==> src/hdl/lqs_pkg.sv <==
// ----------------------------------------------------------------------------
// lqs_pkg
// Shared types, constants and helpers of the line to quad strip expander.
// ----------------------------------------------------------------------------
`default_nettype none

package lqs_pkg;

  localparam int unsigned MAX_STEPS_DEF = 16;

  // fixed widths
  localparam int unsigned NUM_W = 63;   // divider numerator
  localparam int unsigned SQ_W  = 66;   // sum of squares
  localparam int unsigned RT_W  = 33;   // square root
  localparam int unsigned UQ_W  = 49;   // U accumulator quotient
  localparam int unsigned POS_W = 35;   // boundary position
  localparam int unsigned U_W   = 52;   // boundary U before saturation

  // register map
  localparam logic [1:0] REG_HALF_WIDTH = 2'd0;
  localparam logic [1:0] REG_STEP_LEN   = 2'd1;
  localparam logic [1:0] REG_TEX_LEN    = 2'd2;
  localparam logic [1:0] REG_TEX_LOOP   = 2'd3;

  localparam logic [30:0] HALF_WIDTH_RST = 31'd32768;
  localparam logic [30:0] STEP_LEN_RST   = 31'd131072;
  localparam logic [30:0] TEX_LEN_RST    = 31'd131072;

  localparam logic [1:0] AX_X = 2'd0;
  localparam logic [1:0] AX_Y = 2'd1;
  localparam logic [1:0] AX_Z = 2'd2;

  localparam logic [1:0] KIND_FIRST  = 2'd0;
  localparam logic [1:0] KIND_MIDDLE = 2'd1;
  localparam logic [1:0] KIND_FINAL  = 2'd2;

  localparam logic [1:0] V_ZERO = 2'd0;
  localparam logic [1:0] V_HALF = 2'd1;
  localparam logic [1:0] V_ONE  = 2'd2;

  localparam logic [1:0] CORNER_0 = 2'd0;
  localparam logic [1:0] CORNER_1 = 2'd1;
  localparam logic [1:0] CORNER_2 = 2'd2;
  localparam logic [1:0] CORNER_3 = 2'd3;

  typedef enum logic [2:0] {
    OP_OX, OP_OY, OP_PX, OP_PY, OP_PZ, OP_PU, OP_LOOP
  } lqs_op_e;

  typedef enum logic [3:0] {
    S_IDLE, S_SQ, S_SQRT_GO, S_SQRT_WAIT, S_COUNT,
    S_DIV_GO, S_DIV_WAIT, S_INIT, S_ADV, S_EMIT
  } lqs_state_e;

  typedef struct packed {
    logic       load;
    logic       sq_en;
    logic [1:0] axis;
    logic       sqrt_start;
    logic       sqrt_store;
    logic       sqrt_sel;     // 0: full length, 1: xy length
    logic       cnt_init;
    logic       cnt_step;
    logic       div_start;
    logic       div_store;
    lqs_op_e    op;
    logic       init;
    logic       adv;
    logic       emit;
    logic [1:0] corner;
  } lqs_cmd_t;

  typedef struct packed {
    logic sqrt_busy;
    logic div_busy;
    logic cnt_done;
    logic last_step;
    logic out_free;
  } lqs_sts_t;

  function automatic logic [31:0] sat32(input logic signed [63:0] v);
    logic [31:0] r;
    if (v > 64'sd2147483647) r = 32'h7FFF_FFFF;
    else if (v < -64'sd2147483648) r = 32'h8000_0000;
    else r = v[31:0];
    return r;
  endfunction

endpackage

`default_nettype wire

==> src/hdl/lqs_ctrl.sv <==
// ----------------------------------------------------------------------------
// lqs_ctrl
// Sequencer: squares, roots, step count, divisions, then vertex emission.
// ----------------------------------------------------------------------------
`default_nettype none

module lqs_ctrl
  import lqs_pkg::*;
(
  input  wire logic     clk_i,
  input  wire logic     rst_ni,
  input  wire logic     in_valid_i,
  output logic          in_ready_o,
  input  wire lqs_sts_t sts_i,
  output lqs_cmd_t      cmd_o
);

  lqs_state_e state_q, state_d;
  logic [1:0] axis_q, axis_d;
  logic       sel_q, sel_d;
  lqs_op_e    op_q, op_d;
  logic [1:0] corner_q, corner_d;

  always_ff @(posedge clk_i or negedge rst_ni) begin
    if (!rst_ni) begin
      state_q  <= S_IDLE;
      axis_q   <= AX_X;
      sel_q    <= 1'b0;
      op_q     <= OP_OX;
      corner_q <= CORNER_0;
    end else begin
      state_q  <= state_d;
      axis_q   <= axis_d;
      sel_q    <= sel_d;
      op_q     <= op_d;
      corner_q <= corner_d;
    end
  end

  always_comb begin
    state_d    = state_q;
    axis_d     = axis_q;
    sel_d      = sel_q;
    op_d       = op_q;
    corner_d   = corner_q;
    cmd_o      = '0;
    cmd_o.axis = axis_q;
    cmd_o.sqrt_sel = sel_q;
    cmd_o.op   = op_q;
    cmd_o.corner = corner_q;
    in_ready_o = 1'b0;
    case (state_q)
      S_IDLE: begin
        in_ready_o = 1'b1;
        if (in_valid_i) begin
          cmd_o.load = 1'b1;
          axis_d     = AX_X;
          state_d    = S_SQ;
        end
      end
      S_SQ: begin
        cmd_o.sq_en = 1'b1;
        if (axis_q == AX_Z) begin
          sel_d   = 1'b0;
          state_d = S_SQRT_GO;
        end else begin
          axis_d = axis_q + 2'd1;
        end
      end
      S_SQRT_GO: begin
        cmd_o.sqrt_start = 1'b1;
        state_d = S_SQRT_WAIT;
      end
      S_SQRT_WAIT: begin
        if (!sts_i.sqrt_busy) begin
          cmd_o.sqrt_store = 1'b1;
          if (!sel_q) begin
            sel_d   = 1'b1;
            state_d = S_SQRT_GO;
          end else begin
            cmd_o.cnt_init = 1'b1;
            state_d = S_COUNT;
          end
        end
      end
      S_COUNT: begin
        if (sts_i.cnt_done) begin
          op_d    = OP_OX;
          state_d = S_DIV_GO;
        end else begin
          cmd_o.cnt_step = 1'b1;
        end
      end
      S_DIV_GO: begin
        cmd_o.div_start = 1'b1;
        state_d = S_DIV_WAIT;
      end
      S_DIV_WAIT: begin
        if (!sts_i.div_busy) begin
          cmd_o.div_store = 1'b1;
          state_d = S_DIV_GO;
          case (op_q)
            OP_OX:   op_d = OP_OY;
            OP_OY:   op_d = OP_PX;
            OP_PX:   op_d = OP_PY;
            OP_PY:   op_d = OP_PZ;
            OP_PZ:   op_d = OP_PU;
            OP_PU:   op_d = OP_LOOP;
            default: state_d = S_INIT;
          endcase
        end
      end
      S_INIT: begin
        cmd_o.init = 1'b1;
        state_d = S_ADV;
      end
      S_ADV: begin
        cmd_o.adv = 1'b1;
        corner_d  = CORNER_0;
        state_d   = S_EMIT;
      end
      S_EMIT: begin
        if (sts_i.out_free) begin
          cmd_o.emit = 1'b1;
          if (corner_q == CORNER_3) begin
            state_d = sts_i.last_step ? S_IDLE : S_ADV;
          end else begin
            corner_d = corner_q + 2'd1;
          end
        end
      end
      default: state_d = S_IDLE;
    endcase
  end

endmodule

`default_nettype wire

==> config.mk <==
export PLATFORM = sky130hd
export DESIGN_NAME = lqs_ctrl
export DESIGN_NICKNAME = d
export VERILOG_FILES = /design/src/hdl/lqs_pkg.sv /design/src/hdl/lqs_ctrl.sv
export SDC_FILE = /design/constraint.sdc
export NUM_CORES = 1
export LEC_CHECK = 0
export BUFFER_PORTS_ARGS = -buffer_cell sky130_fd_sc_hd__buf_4
export CAP_MARGIN = 20
export CORE_MARGIN = 2
export CORE_UTILIZATION = 55
export CTS_BUF_LIST = sky130_fd_sc_hd__clkbuf_4
export DETAILED_ROUTE_END_ITERATION = 8
export GPL_TIMING_DRIVEN = 0
export PLACE_DENSITY = 0.9
export REMOVE_ABC_BUFFERS = 1
export SYNTH_ARGS = -nofsm -noshare
export SYNTH_HDL_FRONTEND = slang
export SYNTH_SLANG_ARGS = --single-unit
==> constraint.sdc <==
create_clock -name clk_i -period 3.6 [get_ports clk_i]
set_clock_uncertainty 0.1 [all_clocks]
set_input_delay 0.18 -clock clk_i [delete_from_list [all_inputs] [get_ports clk_i]]
set_output_delay 0.18 -clock clk_i [all_outputs]
set_load 0.02 [all_outputs]
==> qor.csv <==
stage;metric;value;unit
cells_and_area;synthToLayoutAreaGrowth;25.6;%
worst_hold_path;min_to;op_q[0];
synthesis;syn_area_per_cell;8.50;um^2
synthesis;synthArstFlopShare;100;%
pwr;p_leak;0.541;nW
critical_path;path_cells;nand2_1 > nor3_1 > and2_1 > buf_4;
route;dr.pass1.iters;4;
critical_path;crit_arrival;1.77;ns
place;gp_congestion;0.784;
timing;slew_violations;0;
critical_path;r2r-end;state_q[0];
timing;tightestPinTransition;0.589;ns
timing;hold_viol_final;0;
floorplanning;die_height;43.9;um
synthesis;yosysSeqAreaShare;34.3;%
synthesis;synth_cells;103;
route;postRouteAntennaNets;0;
cells_and_area;nFillCells;122;
critical_path;reg2reg_from;state_q[0];
route;wl_met2;892;um
outcome;outcome;finished, final reports clean;
critical_path;crit_family;flip-flops;
floorplanning;die_area;1930;um^2
route;via_per_inst;5.62;
clock_network;root_buffer;clkbuf_4;
route;drc;0;
critical_path;cp-startpoint;state_q[0];
route;routedWlPerCell;12.9;um
cells_and_area;drive_gt1_share;31.0;%
place;port_buffers;27;
synthesis;netlist_area;876;um^2
clock_network;tritoncts.num_buffers;3;
route;totalWireLength;1880;um
timing;fin_crit_sh;56.9;%
global_route;grtUsageTotal;22.9;%
worst_hold_path;hp-class;in2reg;
clock_network;clockBufferDepth;2;
global_route;grt_pass1_vias;754;
route;drt_iter0_markers;17;
timing;tns;0;ns
critical_path;cp_data_required_time;3.32;ns
global_route;antenna_found_initial;0;
timing;holdWs;0.151;ns
cells_and_area;diodes;0;
timing;slew_headroom;60.7;%
timing;setup_viol;0;
worst_hold_path;worstHoldPathCells;3;
place;placed_cells;140;
synthesis;ys.warnings.count;0;
clock_network;cts_tree;done;
critical_path;cp-end-kind;output port;
run;drv_cap;0;
timing;fmax;488;MHz
pwr;p_total;0.930;mW
critical_path;cp_max_fo;21;
timing;fin_crit;2.05;ns
synthesis;synthFlopType;dfrtp_1;
floorplanning;initial_utilization;58.1;%
worst_hold_path;holdCritStartpoint;sts_i[3];
critical_path;worst_setup_path_start_kind;register;
clock_network;post_cts_buffers;0;
pwr;power_density;846;nW/um^2
critical_path;r2r_cells;4;
place;dp_slack;1.68;ns
cells_and_area;fin_area;1100;um^2
critical_path;reg2reg_slack;1.64;ns
critical_path;worst-setup-path-type;reg2out;
clock_network;cts.sinks;12;
global_route;grt_pass1_wl;3240;um
global_route;grt_max_degree;22;
place;postPlaceCellArea;1060;um^2
timing;grt_setup_unrepaired;false;
clock_network;cts.reportedPaths.clkPinSlew;0.08;ns
clock_network;h-tree-depth;1;
route;vias;815;
floorplanning;fp-row-count;14;
critical_path;critical_path_depth;4;
cells_and_area;nets;140;
floorplanning;ios;28;
place;place_hpwl;1440;um
route;top_layer;met4;
global_route;gr-total-overflow;0;
clock_network;clkLatencyLatePin;0.27;ns
cells_and_area;instances_no_fill;145;
floorplanning;die_x;43.9;um
route;met3_length;62;um
critical_path;cp_slowest_cell;dfrtp_1;
route;wl_met1;889;um
cells_and_area;final_util;73.0;%
pwr;ir_drop;0.661;mV
synthesis;synth-seq-cells;12;
critical_path;slowest_delay;0.72;ns
synthesis;synth_cell_type_count;34;
timing;setup_ws;1.55;ns
critical_path;worst-path-buf-inv;1;
synthesis;synth-edff-count;0;
floorplanning;core_area;1510;um^2
==> metal layers <==
| metal | global-route usage, % | vias up |
|---|---|---|
| li1 | - | 420 |
| met1 | 28.9 | 374 |
| met2 | 37.1 | 17 |
| met3 | 3.75 | 4 |
| met4 | 12.7 | 0 |
| met5 | 0 | - |
==> synthesized netlist by cell type, types with 3 or more instances <==
cell,number,area share (%)
nand2b_1,3,2.1
dfrtp_1,12,34
o21ai_0,8,4.6
nand2_1,6,2.6
or2_2,3,2.1
o21ai_1,3,1.7
a22o_1,3,3.0
nand4bb_1,3,3.9
nor2_1,9,3.9
a21oi_1,10,5.7
nor3_1,4,2.3
inv_1,7,3.0
==> flip-flops by register name (all words and copies together), names as in the netlist <==
signal and count:
op_q 3, axis_q 2, sel_q 1, corner_q 2, state_q 4
==> power by group <==
| part | internal, mW | switching [mW] |
|---|---|---|
| registers | 0.183 | 0.107 |
| clock network | 0.0401 | 0.0461 |
| logic | 0.278 | 0.276 |
| total | 0.501 | 0.429 |
==> cell families after synthesis <==
logic type	Yosys count	share of synthesized area, %
AO/OA/AOI/OAI	30	20.3
buffers and inverters	13	7.00
flip-flops	12	34.3
multiplexers	3	4.57
adder cells (fa/ha/maj)	2	2.86
AND/OR/NAND/NOR	43	31.0
==> cell usage in the layout (no fill, tap or decap), drive strengths merged, types with 4 or more instances in the layout <==
cell / netlist / routed
buf: 4 / 27
dfrtp: 12 / 12
o21ai: 11 / 11
a21oi: 10 / 10
nor2: 9 / 9
inv: 7 / 7
nand2: 6 / 6
or2: 5 / 5
nor3: 4 / 4
nand2b: 4 / 4
==> worst reg2reg max path, stage by stage (launching register included) <==
cell	delay, ns
dfrtp_1	0.72
nand2_1	0.22
or3_4	0.38
nand4_4	0.12
mux2_4	0.30
==> area by class of cell <==
type                            instances  area, um^2  share of cell area (%)
Clock buffer                            3        22.5                    2.05
Clock inverter                          1        3.75                   0.341
Inverter                                7        26.3                    2.39
Multi-Input combinational cell         78         514                    46.8
Sequential cell                        12         300                    27.3
Tap cell                               16        20.0                    1.82
Timing Repair Buffer                   28         213                    19.3
==> what timing repair did <==
item / CTS / global route
hold buffers: 1 / 0
gates resized for setup: 0 / 0
endpoints found under the setup margin: 0 / 0
hold endpoints to repair: 12 / 0
==> worst max path at each step <==
stage	endpoint	slack, ns
floorplan	state_q[2]	1.67
global route	cmd_o[11]	1.38
CTS	cmd_o[11]	1.56
global placement	state_q[0]	1.71
detailed placement	state_q[0]	1.68
finish	cmd_o[11]	1.55
Power figures use the tool's default switching activity.
